## src/rtl/core/srma_pkg.sv

```systemverilog
`default_nettype none
package srma_pkg;

   localparam int TABLE_ENTRIES = 256;
   localparam int IDX_W         = $clog2(TABLE_ENTRIES);
   localparam int CNT_W         = $clog2(TABLE_ENTRIES + 1);
   localparam int ADDR_W        = 48;
   localparam int PAGE_BITS     = 12;
   localparam int PAGE_CNT_W    = 37;
   localparam int REQ_DATA_W    = 136;
   localparam int RSP_DATA_W    = 64;

   typedef enum logic [1:0] {
      REQ_APPEND    = 2'd0,
      REQ_ALLOC_TOP = 2'd1,
      REQ_ALLOC_AT  = 2'd2,
      REQ_FREE      = 2'd3
   } req_code_type;

   typedef enum logic [1:0] {
      ST_OK      = 2'd0,
      ST_NOMEM   = 2'd1,
      ST_FULL    = 2'd2,
      ST_INVALID = 2'd3
   } status_type;

   typedef enum logic [1:0] {
      PASS_WRITE  = 2'd0,
      PASS_INSERT = 2'd1,
      PASS_DEL1   = 2'd2,
      PASS_DEL2   = 2'd3
   } pass_kind_type;

   typedef enum logic [3:0] {
      S_IDLE,
      S_CHECK,
      S_ALIGN,
      S_SCAN,
      S_TD_END,
      S_BS,
      S_RT,
      S_NB,
      S_FWD,
      S_CARVE0,
      S_CARVE1,
      S_EDIT,
      S_RESP
   } state_type;

   typedef struct packed {
      logic [ADDR_W-1:0] start;
      logic [ADDR_W-1:0] length;
      logic              taken;
   } entry_type;

   typedef struct packed {
      logic      shift;
      entry_type push;
   } ring_ctl_type;

   typedef struct packed {
      pass_kind_type    kind;
      logic [IDX_W-1:0] pos;
      entry_type        val;
   } pass_type;

   typedef struct packed {
      req_code_type          code;
      logic [ADDR_W-1:0]     address;
      logic [PAGE_CNT_W-1:0] num_pages;
      logic [ADDR_W-1:0]     append_size;
      logic                  append_allocated;
   } request_type;

   typedef struct packed {
      status_type        status;
      logic [ADDR_W-1:0] result_address;
      logic [CNT_W-1:0]  entries_used;
   } response_type;

endpackage
`default_nettype wire

```

## src/rtl/core/srma_ctrl.sv

```systemverilog
`default_nettype none
module srma_ctrl (
   input  logic                   clock,
   input  logic                   reset,
   input  logic                   in_valid,
   output logic                   in_ready,
   input  srma_pkg::request_type  in_req,
   output logic                   out_valid,
   input  logic                   out_ready,
   output srma_pkg::response_type out_rsp,
   output srma_pkg::ring_ctl_type ring_ctl,
   input  srma_pkg::entry_type    head,
   input  srma_pkg::entry_type    nxt1,
   input  srma_pkg::entry_type    nxt2
);
   import srma_pkg::*;

   localparam int BSW = CNT_W + 1;
   localparam logic signed [BSW-1:0] ONE_S = BSW'(1);
   localparam logic [IDX_W-1:0] LAST_POS = IDX_W'(TABLE_ENTRIES - 1);

   state_type             state_ff, state_in, after_ff, after_in;
   logic [IDX_W-1:0]      hpos_ff, hpos_in;
   logic [CNT_W-1:0]      used_ff, used_in;
   entry_type             prev_ff, prev_in, carry_ff, carry_in;
   req_code_type          code_ff, code_in;
   logic [ADDR_W-1:0]     addr_ff, addr_in, bytes_ff, bytes_in, asize_ff, asize_in;
   logic [PAGE_CNT_W-1:0] pages_ff, pages_in;
   logic                  atype_ff, atype_in;
   logic signed [BSW-1:0] left_ff, left_in, right_ff, right_in;
   logic [CNT_W-1:0]      idx_ff, idx_in;
   logic                  found_ff, found_in, bad_ff, bad_in, nt_ff, nt_in;
   entry_type             cap_c_ff, cap_c_in, cap_p_ff, cap_p_in, cap_x_ff, cap_x_in;
   logic [ADDR_W+1:0]     ns_ff, ns_in, ne_ff, ne_in;
   logic [ADDR_W:0]       ce_ff, ce_in, pend_ff, pend_in;
   pass_type              pq_ff [3];
   pass_type              pq_in [3];
   logic [1:0]            pcnt_ff, pcnt_in;
   status_type            status_ff, status_in;
   logic [ADDR_W-1:0]     res_ff, res_in;
   logic                  rsp_valid_ff, rsp_valid_in;
   response_type          rsp_ff, rsp_in;

   logic signed [BSW-1:0] mid;
   logic [ADDR_W:0]       head_end, upper, asum;
   logic [ADDR_W:0]       hi, lo, rhs, lhs, sumpl, sumxl;
   logic                  full, lhs_nz, rhs_nz, mb, ma;
   entry_type             e_left, e_mid, e_right, e_pm1, e_pm2, e_xm, e_retype;
   logic [IDX_W-1:0]      p_idx, p_dec, p_inc, p_inc2;

   always_comb begin
      mid      = left_ff + ((right_ff - left_ff) >>> 1);
      head_end = {1'b0, head.start} + {1'b0, head.length};
      upper    = {1'b0, addr_ff} + {1'b0, bytes_ff};
      asum     = {1'b0, addr_ff} + {1'b0, asize_ff};
      hi       = (head_end < upper) ? head_end : upper;
      lo       = ({1'b0, head.start} > {1'b0, addr_ff}) ? {1'b0, head.start}
                                                        : {1'b0, addr_ff};
      full     = (code_ff == REQ_APPEND)
               ? ({1'b0, used_ff} + BSW'(1) > BSW'(TABLE_ENTRIES))
               : ({1'b0, used_ff} + BSW'(2) > BSW'(TABLE_ENTRIES));
      rhs      = ce_ff - ne_ff[ADDR_W:0];
      lhs      = ns_ff[ADDR_W:0] - {1'b0, cap_c_ff.start};
      lhs_nz   = ns_ff != {2'b0, cap_c_ff.start};
      rhs_nz   = {1'b0, ce_ff} != ne_ff;
      sumpl    = {1'b0, cap_p_ff.length} + {1'b0, bytes_ff};
      sumxl    = {1'b0, cap_x_ff.length} + {1'b0, bytes_ff};
      mb       = (idx_ff != '0) && (cap_p_ff.taken == nt_ff) && ({1'b0, pend_ff} == ns_ff);
      ma       = ((idx_ff + CNT_W'(1)) < used_ff) && (cap_x_ff.taken == nt_ff)
               && ({2'b0, cap_x_ff.start} == ne_ff);
      p_idx    = idx_ff[IDX_W-1:0];
      p_dec    = p_idx - IDX_W'(1);
      p_inc    = p_idx + IDX_W'(1);
      p_inc2   = p_idx + IDX_W'(2);
      e_left   = '{start: cap_c_ff.start, length: lhs[ADDR_W-1:0], taken: cap_c_ff.taken};
      e_mid    = '{start: ns_ff[ADDR_W-1:0], length: bytes_ff, taken: nt_ff};
      e_right  = '{start: ne_ff[ADDR_W-1:0], length: rhs[ADDR_W-1:0], taken: cap_c_ff.taken};
      e_pm1    = '{start: cap_p_ff.start, length: sumpl[ADDR_W-1:0], taken: cap_p_ff.taken};
      e_pm2    = '{start: cap_p_ff.start,
                   length: sumpl[ADDR_W-1:0] + cap_x_ff.length, taken: cap_p_ff.taken};
      e_xm     = '{start: ns_ff[ADDR_W-1:0], length: sumxl[ADDR_W-1:0],
                   taken: cap_x_ff.taken};
      e_retype = '{start: cap_c_ff.start, length: cap_c_ff.length, taken: nt_ff};
   end

   always_comb begin
      state_in     = state_ff;
      after_in     = after_ff;
      hpos_in      = hpos_ff;
      used_in      = used_ff;
      prev_in      = prev_ff;
      carry_in     = carry_ff;
      code_in      = code_ff;
      addr_in      = addr_ff;
      bytes_in     = bytes_ff;
      asize_in     = asize_ff;
      pages_in     = pages_ff;
      atype_in     = atype_ff;
      left_in      = left_ff;
      right_in     = right_ff;
      idx_in       = idx_ff;
      found_in     = found_ff;
      bad_in       = bad_ff;
      nt_in        = nt_ff;
      cap_c_in     = cap_c_ff;
      cap_p_in     = cap_p_ff;
      cap_x_in     = cap_x_ff;
      ns_in        = ns_ff;
      ne_in        = ne_ff;
      ce_in        = ce_ff;
      pend_in      = pend_ff;
      pq_in        = pq_ff;
      pcnt_in      = pcnt_ff;
      status_in    = status_ff;
      res_in       = res_ff;
      rsp_in       = rsp_ff;
      rsp_valid_in = rsp_valid_ff && !out_ready;
      in_ready     = 1'b0;
      ring_ctl     = '{shift: 1'b0, push: head};

      unique case (state_ff)
         S_IDLE: begin
            in_ready = 1'b1;
            if (in_valid) begin
               code_in   = in_req.code;
               addr_in   = in_req.address;
               pages_in  = in_req.num_pages;
               bytes_in  = ADDR_W'({in_req.num_pages, {PAGE_BITS{1'b0}}});
               asize_in  = {in_req.append_size[ADDR_W-1:1], 1'b0};
               atype_in  = in_req.append_allocated;
               res_in    = '0;
               status_in = ST_OK;
               state_in  = S_CHECK;
            end
         end
         S_CHECK: begin
            priority if (full) begin
               status_in = ST_FULL;
               state_in  = S_RESP;
            end else if (code_ff == REQ_APPEND) begin
               if (asize_ff == '0 || asum[ADDR_W]) begin
                  status_in = ST_INVALID;
                  state_in  = S_RESP;
               end else begin
                  pq_in[0]  = '{kind: PASS_INSERT, pos: used_ff[IDX_W-1:0],
                                val: '{start: addr_ff, length: asize_ff, taken: atype_ff}};
                  pcnt_in   = 2'd1;
                  after_in  = S_EDIT;
                  state_in  = S_ALIGN;
               end
            end else if (pages_ff == '0 ||
                         pages_ff[PAGE_CNT_W-1:ADDR_W-PAGE_BITS] != '0) begin
               status_in = ST_INVALID;
               state_in  = S_RESP;
            end else if (code_ff == REQ_ALLOC_TOP) begin
               found_in = 1'b0;
               after_in = S_SCAN;
               state_in = S_ALIGN;
            end else if (code_ff == REQ_ALLOC_AT && upper[ADDR_W]) begin
               status_in = ST_INVALID;
               state_in  = S_RESP;
            end else begin
               left_in  = '0;
               right_in = $signed({1'b0, used_ff}) - ONE_S;
               state_in = S_BS;
            end
         end
         S_ALIGN: begin
            if (hpos_ff != '0) begin
               ring_ctl.shift = 1'b1;
            end else begin
               state_in = after_ff;
            end
         end
         S_SCAN: begin
            ring_ctl.shift = 1'b1;
            if ({1'b0, hpos_ff} < used_ff && !head.taken && head.length >= bytes_ff) begin
               found_in = 1'b1;
               idx_in   = {1'b0, hpos_ff};
               cap_c_in = head;
               cap_p_in = prev_ff;
               cap_x_in = nxt1;
            end
            if (hpos_ff == LAST_POS) begin
               state_in = S_TD_END;
            end
         end
         S_TD_END: begin
            if (!found_ff) begin
               status_in = ST_NOMEM;
               state_in  = S_RESP;
            end else begin
               ns_in    = {2'b0, cap_c_ff.start} + {2'b0, cap_c_ff.length}
                        - {2'b0, bytes_ff};
               nt_in    = 1'b1;
               state_in = S_CARVE0;
            end
         end
         S_BS: begin
            if (left_ff > right_ff) begin
               state_in = S_RT;
            end else if (hpos_ff != mid[IDX_W-1:0]) begin
               ring_ctl.shift = 1'b1;
            end else if (head.start < addr_ff) begin
               left_in = mid + ONE_S;
            end else if (addr_ff < head.start) begin
               right_in = mid - ONE_S;
            end else begin
               idx_in   = CNT_W'(mid);
               state_in = (code_ff == REQ_FREE) ? S_NB : S_FWD;
            end
         end
         S_RT: begin
            if (right_ff < 0 || (hpos_ff == right_ff[IDX_W-1:0] &&
                !(head.start < addr_ff && {1'b0, addr_ff} < head_end))) begin
               // no range holds the address: allocate-at falls back to the next range up
               if (code_ff == REQ_ALLOC_AT && left_ff != $signed({1'b0, used_ff})) begin
                  idx_in   = CNT_W'(left_ff);
                  state_in = S_FWD;
               end else begin
                  status_in = (code_ff == REQ_FREE) ? ST_INVALID : ST_NOMEM;
                  state_in  = S_RESP;
               end
            end else if (hpos_ff != right_ff[IDX_W-1:0]) begin
               ring_ctl.shift = 1'b1;
            end else begin
               idx_in   = CNT_W'(right_ff);
               state_in = (code_ff == REQ_FREE) ? S_NB : S_FWD;
            end
         end
         S_NB: begin
            if (hpos_ff != p_idx) begin
               ring_ctl.shift = 1'b1;
            end else begin
               cap_c_in = head;
               cap_p_in = prev_ff;
               cap_x_in = nxt1;
               ns_in    = {2'b0, addr_ff};
               nt_in    = 1'b0;
               state_in = S_CARVE0;
            end
         end
         S_FWD: begin
            priority if (idx_ff >= used_ff) begin
               status_in = ST_NOMEM;
               state_in  = S_RESP;
            end else if (hpos_ff != p_idx) begin
               ring_ctl.shift = 1'b1;
            end else if ({1'b0, head.start} > upper) begin
               status_in = ST_NOMEM;
               state_in  = S_RESP;
            end else if (!head.taken && hi > lo && (hi - lo) >= {1'b0, bytes_ff}) begin
               cap_c_in = head;
               cap_p_in = prev_ff;
               cap_x_in = nxt1;
               ns_in    = {1'b0, lo};
               nt_in    = 1'b1;
               state_in = S_CARVE0;
            end else if (head_end >= upper || (upper - head_end) < {1'b0, bytes_ff}) begin
               status_in = ST_NOMEM;
               state_in  = S_RESP;
            end else begin
               idx_in = idx_ff + CNT_W'(1);
            end
         end
         S_CARVE0: begin
            ce_in    = {1'b0, cap_c_ff.start} + {1'b0, cap_c_ff.length};
            ne_in    = ns_ff + {2'b0, bytes_ff};
            pend_in  = {1'b0, cap_p_ff.start} + {1'b0, cap_p_ff.length};
            bad_in   = ({2'b0, cap_c_ff.start} > ns_ff) || (cap_c_ff.taken == nt_ff);
            state_in = S_CARVE1;
         end
         S_CARVE1: begin
            if (bad_ff || {1'b0, ce_ff} < ne_ff) begin
               status_in = ST_INVALID;
               state_in  = S_RESP;
            end else begin
               status_in = ST_OK;
               res_in    = (code_ff == REQ_FREE) ? '0 : ns_ff[ADDR_W-1:0];
               after_in  = S_EDIT;
               state_in  = S_ALIGN;
               priority if (lhs_nz && rhs_nz) begin
                  pq_in[0] = '{kind: PASS_WRITE,  pos: p_idx,  val: e_left};
                  pq_in[1] = '{kind: PASS_INSERT, pos: p_inc,  val: e_mid};
                  pq_in[2] = '{kind: PASS_INSERT, pos: p_inc2, val: e_right};
                  pcnt_in  = 2'd3;
               end else if (rhs_nz) begin
                  if (mb) begin
                     pq_in[0] = '{kind: PASS_WRITE, pos: p_dec, val: e_pm1};
                     pq_in[1] = '{kind: PASS_WRITE, pos: p_idx, val: e_right};
                  end else begin
                     pq_in[0] = '{kind: PASS_WRITE,  pos: p_idx, val: e_mid};
                     pq_in[1] = '{kind: PASS_INSERT, pos: p_inc, val: e_right};
                  end
                  pcnt_in = 2'd2;
               end else if (lhs_nz) begin
                  pq_in[0] = '{kind: PASS_WRITE, pos: p_idx, val: e_left};
                  if (ma) begin
                     pq_in[1] = '{kind: PASS_WRITE, pos: p_inc, val: e_xm};
                  end else begin
                     pq_in[1] = '{kind: PASS_INSERT, pos: p_inc, val: e_mid};
                  end
                  pcnt_in = 2'd2;
               end else if (mb && ma) begin
                  pq_in[0] = '{kind: PASS_WRITE, pos: p_dec, val: e_pm2};
                  pq_in[1] = '{kind: PASS_DEL2,  pos: p_idx, val: e_pm2};
                  pcnt_in  = 2'd2;
               end else if (mb) begin
                  pq_in[0] = '{kind: PASS_WRITE, pos: p_dec, val: e_pm1};
                  pq_in[1] = '{kind: PASS_DEL1,  pos: p_idx, val: e_pm1};
                  pcnt_in  = 2'd2;
               end else if (ma) begin
                  pq_in[0] = '{kind: PASS_WRITE, pos: p_inc, val: e_xm};
                  pq_in[1] = '{kind: PASS_DEL1,  pos: p_idx, val: e_xm};
                  pcnt_in  = 2'd2;
               end else begin
                  pq_in[0] = '{kind: PASS_WRITE, pos: p_idx, val: e_retype};
                  pcnt_in  = 2'd1;
               end
            end
         end
         S_EDIT: begin
            ring_ctl.shift = 1'b1;
            unique case (pq_ff[0].kind)
               PASS_WRITE: begin
                  if (hpos_ff == pq_ff[0].pos) begin
                     ring_ctl.push = pq_ff[0].val;
                  end
               end
               PASS_INSERT: begin
                  if (hpos_ff == pq_ff[0].pos) begin
                     ring_ctl.push = pq_ff[0].val;
                     carry_in      = head;
                  end else if (hpos_ff > pq_ff[0].pos) begin
                     ring_ctl.push = carry_ff;
                     carry_in      = head;
                  end
               end
               PASS_DEL1: begin
                  if (hpos_ff >= pq_ff[0].pos) begin
                     ring_ctl.push = nxt1;
                  end
               end
               PASS_DEL2: begin
                  if (hpos_ff >= pq_ff[0].pos) begin
                     ring_ctl.push = nxt2;
                  end
               end
               default: ;
            endcase
            if (hpos_ff == LAST_POS) begin
               unique case (pq_ff[0].kind)
                  PASS_WRITE:  used_in = used_ff;
                  PASS_INSERT: used_in = used_ff + CNT_W'(1);
                  PASS_DEL1:   used_in = used_ff - CNT_W'(1);
                  PASS_DEL2:   used_in = used_ff - CNT_W'(2);
                  default:     used_in = used_ff;
               endcase
               pq_in[0] = pq_ff[1];
               pq_in[1] = pq_ff[2];
               pcnt_in  = pcnt_ff - 2'd1;
               if (pcnt_ff == 2'd1) begin
                  state_in = S_RESP;
               end
            end
         end
         S_RESP: begin
            if (!rsp_valid_ff || out_ready) begin
               rsp_valid_in = 1'b1;
               rsp_in       = '{status: status_ff, result_address: res_ff,
                                entries_used: used_ff};
               state_in     = S_IDLE;
            end
         end
         default: state_in = S_IDLE;
      endcase

      if (ring_ctl.shift) begin
         hpos_in = (hpos_ff == LAST_POS) ? '0 : hpos_ff + IDX_W'(1);
         prev_in = ring_ctl.push;
      end
   end

   always_ff @(posedge clock) begin
      if (reset) begin
         state_ff     <= S_IDLE;
         hpos_ff      <= '0;
         used_ff      <= '0;
         pcnt_ff      <= '0;
         rsp_valid_ff <= 1'b0;
      end else begin
         state_ff     <= state_in;
         hpos_ff      <= hpos_in;
         used_ff      <= used_in;
         pcnt_ff      <= pcnt_in;
         rsp_valid_ff <= rsp_valid_in;
      end
   end

   always_ff @(posedge clock) begin
      after_ff  <= after_in;
      prev_ff   <= prev_in;
      carry_ff  <= carry_in;
      code_ff   <= code_in;
      addr_ff   <= addr_in;
      bytes_ff  <= bytes_in;
      asize_ff  <= asize_in;
      pages_ff  <= pages_in;
      atype_ff  <= atype_in;
      left_ff   <= left_in;
      right_ff  <= right_in;
      idx_ff    <= idx_in;
      found_ff  <= found_in;
      bad_ff    <= bad_in;
      nt_ff     <= nt_in;
      cap_c_ff  <= cap_c_in;
      cap_p_ff  <= cap_p_in;
      cap_x_ff  <= cap_x_in;
      ns_ff     <= ns_in;
      ne_ff     <= ne_in;
      ce_ff     <= ce_in;
      pend_ff   <= pend_in;
      pq_ff     <= pq_in;
      status_ff <= status_in;
      res_ff    <= res_in;
      rsp_ff    <= rsp_in;
   end

   assign out_valid = rsp_valid_ff;
   assign out_rsp   = rsp_ff;

endmodule
`default_nettype wire

```

## config.mk

```make
export PLATFORM = sky130hd
export DESIGN_NAME = srma_ctrl
export DESIGN_NICKNAME = d
export VERILOG_FILES = /design/src/rtl/core/srma_pkg.sv /design/src/rtl/core/srma_ctrl.sv
export SDC_FILE = /design/constraint.sdc
export NUM_CORES = 2
export LEC_CHECK = 0
export ABC_AREA = 1
export BUFFER_PORTS_ARGS = -buffer_cell sky130_fd_sc_hd__buf_2
export CAP_MARGIN = 25
export CORE_MARGIN = 4
export CORE_UTILIZATION = 30
export CTS_BUF_LIST = sky130_fd_sc_hd__clkbuf_4 sky130_fd_sc_hd__clkbuf_8 sky130_fd_sc_hd__clkbuf_16
export CTS_CLUSTER_SIZE = 16
export DETAILED_ROUTE_END_ITERATION = 16
export PLACE_DENSITY = 0.5
export SYNTH_ARGS = -nofsm -noshare
export SYNTH_HDL_FRONTEND = slang
export SYNTH_SLANG_ARGS = --single-unit
```

## constraint.sdc

```tcl
create_clock -name clock -period 54.3 [get_ports clock]
set_input_delay 10.86 -clock clock [delete_from_list [all_inputs] [get_ports clock]]
set_output_delay 10.86 -clock clock [all_outputs]
set_load 0.05 [all_outputs]
```

==> qor.csv <==
metric,value,unit
status,completed,
pre-CTS WS,28110,ps
Crit. End Element,flip-flop,
number of antenna violations at the first check in global routing,84,
gpl congestion,1.029,
GR Util met2,0.4794,
Synth Instances,12660,
HPWL after DPL,499.8,mm
r2r endpoint,cap_x_ff[51]$_DFFE_PP_,
relative slew slack,0.1421,
"Slew Viols, Final",0,
clk_skew,47.50,ps
Leak,47.96,nW
Syn Area/Cell,8.129,sq um
core area,0.3409,sq mm
Final ANT Viol Nets,0,
dominant synthesized flop cell,edfxtp_1,
Top-Level Pins,590,
hold endpoint,cap_p_ff[49]$_DFFE_PP_,
"FFs w/ async S/R, synth",0,
Final Net Count,14680,
layout cells sized above 1,0.09965,
final core area utilization,0.3454,
clock sinks,1303,
yosys warns,0,
pin count of the biggest net entering global routing,133,
final setup violation count,0,
chip width,593.7,um
vias in the first global route,96530,
RSZ-0062 raised after global routing,no,
CTS HTree Levels,4,
CTS resizes,0,
I/O Buffers,588,
Final min period,25290,ps
clk slew on worst S/H paths,60,ps
via count,104000,
met1 Use GR,0.4532,
Area growth syn-to-layout,14.38,%
peak supply drop,93.24,uV
Worst Path Arrival,25800,ps
# rows,214,
DR iter-0 viols,15300,
Critical-path top delay cell,buf_4,
Final Non-Filler Cells,17920,
CTS tree,yes,
CP max stage delay,760,ps
Inst Count DP,17590,
Final WS setup,29010,ps
Crit Path Class,in -> reg,
TritonCTS Buffers,165,
worst r2r path cells,58,
Vias/cell,5.804,
global route total overflow,0,
number of synthesized register bits,1303,
share of the synthesized area in the top cell type,0.3731,
final setup TNS,0,ps
post-CTS setup buffer count,0,
root buffer cell,clkbuf_16,
Synth area leaders,"edfxtp_1 (37%), ha_1 (12%), nand2_1 (9.8%), a21oi_1 (6.3%), inv_1 (4.8%)",
Hold Crit Start,prev_ff[49]$_DFFE_PP_,
Netlist Area Pre-Place,0.1029,sq mm
synth cell count leaders,"nand2_1 (2693), inv_1 (1315), a21oi_1 (1298)",
"count leader, synth",nand2_1,
Yosys top cell by area,edfxtp_1,
CP required,54810,ps
total power,6.987,mW
syn nets,14120,
Fmax,0.03954,GHz
area of the die,0.3525,sq mm
CP dominant cell by count,nand2_1,
drt pass-1 iters,9,
die height,593.7,um
CP max FO,52,
Startpoint Class,input pin,
FF-to-FF Start,pages_ff[1]$_DFFE_PP_,
Netlist cell types,75,
clk_lat worst skew,900,ps
Cells on Worst Hold Path,0,
drc violations,0,
WL per Instance,34.32,um
Worst-Margin Slew,1287,ps
Post-synth EDFFs,1279,
# Max-Cap Violations,0,
Power Dens Cells,59.35,mW/mm^2
cts hold-fix bufs,0,
Initial Util,0.3020,
met3 Use GR,0.09566,
reg2reg setup slack,38490,ps
clock buffer depth,4,
register area share after synthesis,0.3778,
busiest grt layer,met2,
Hold WC Path Type,reg -> reg,
GRT Overall Usage,0.3330,
first-pass GRT wire length,812.9,mm
Tcrit/Tclk final,0.4657,
Routed Wire Length,614.9,mm
"Hold Vio Cnt, Final",0,
==> per-layer routing <==
layer  part of all wire  up-vias
met5            0.00028        -
met4              0.062       26
met3               0.12      969
met2               0.40     6532
met1               0.41    50580
li1                   -    45890
==> report_power, final <==
| part | leakage [nW] | switching [mW] | internal [mW] |
|---|---|---|---|
| registers | 11.9 | 0.235 | 1.39 |
| clock network | 2.81 | 0.509 | 0.716 |
| logic | 33.2 | 2.86 | 1.27 |
| total | 48.0 | 3.61 | 3.38 |
==> placed cells by master (no fill, tap or decap), types with 110 or more instances in the layout <==
cell       instances
buf_4            205
a31oi_1          224
buf_2            593
inv_1           1302
xnor2_1          218
a21oi_1         1298
o211ai_1         144
nand2_1         2687
o21ai_0          926
clkbuf_16        168
nor2_1           902
nor4_1           152
edfxtp_1        1279
xor2_1           345
nand4_1          110
o221ai_1         190
ha_1             978
nand3_1          442
==> critical path: cells and delay by family <==
family	cells	cell delay, ps
AO/OA/AOI/OAI	21	4770
buffers and inverters	11	2860
adder cells (fa/ha/maj)	5	1680
XOR/XNOR	2	360
AND/OR/NAND/NOR	27	4980
==> area by class of cell <==
cell class / instances / area (sq um)
tap: 4536 / 5675
fill: 36380 / 223100
clock buffer: 197 / 4441
timing repair buffer: 803 / 4598
inverter: 1342 / 5071
multi-input combinational: 9608 / 57680
sequential: 1303 / 38890
clock inverter: 94 / 1290
antenna: 34 / 85.08
==> per-stage QoR <==
stage          cell area [sq um]  hold slack (ps)
3_5_place_dp              111900            404.5
4_1_cts                   117600            416.1
2_1_floorplan             102900            400.3
3_3_place_gp              111800            401.4
5_1_grt                   117700            419.8
6_report                  117700            415.7
==> sequential cells by signal, summed over array words and instances, names as in the netlist, 59 cells and up <==
register and count:
out_rsp 59, cap_c_ff 97, prev_ff 97, cap_p_ff 97, carry_ff 97, cap_x_ff 97
pq_ff 319
==> worst max-delay path by stage <==
stage | startpoint | to
5_1_grt | head[59] | cap_x_ff[51]$_DFFE_PP_
3_3_place_gp | head[59] | cap_c_ff[5]$_DFFE_PP_
3_5_place_dp | head[59] | cap_c_ff[5]$_DFFE_PP_
4_1_cts | head[59] | cap_c_ff[5]$_DFFE_PP_
6_report | head[59] | cap_x_ff[51]$_DFFE_PP_
2_1_floorplan | head[6] | cap_c_ff[0]$_DFFE_PP_
==> cell families after synthesis <==
kind of cell | Yosys count | share of synthesized area
buffers and inverters | 1751 | 0.06433
adders and majority gates | 1029 | 0.1287
AOI/OAI and AO/OA | 3412 | 0.1945
and+or+nand+nor | 4604 | 0.1867
DFF | 1303 | 0.3778
xor gates and xnor gates | 563 | 0.04791
(Power assumes the default switching activity.)
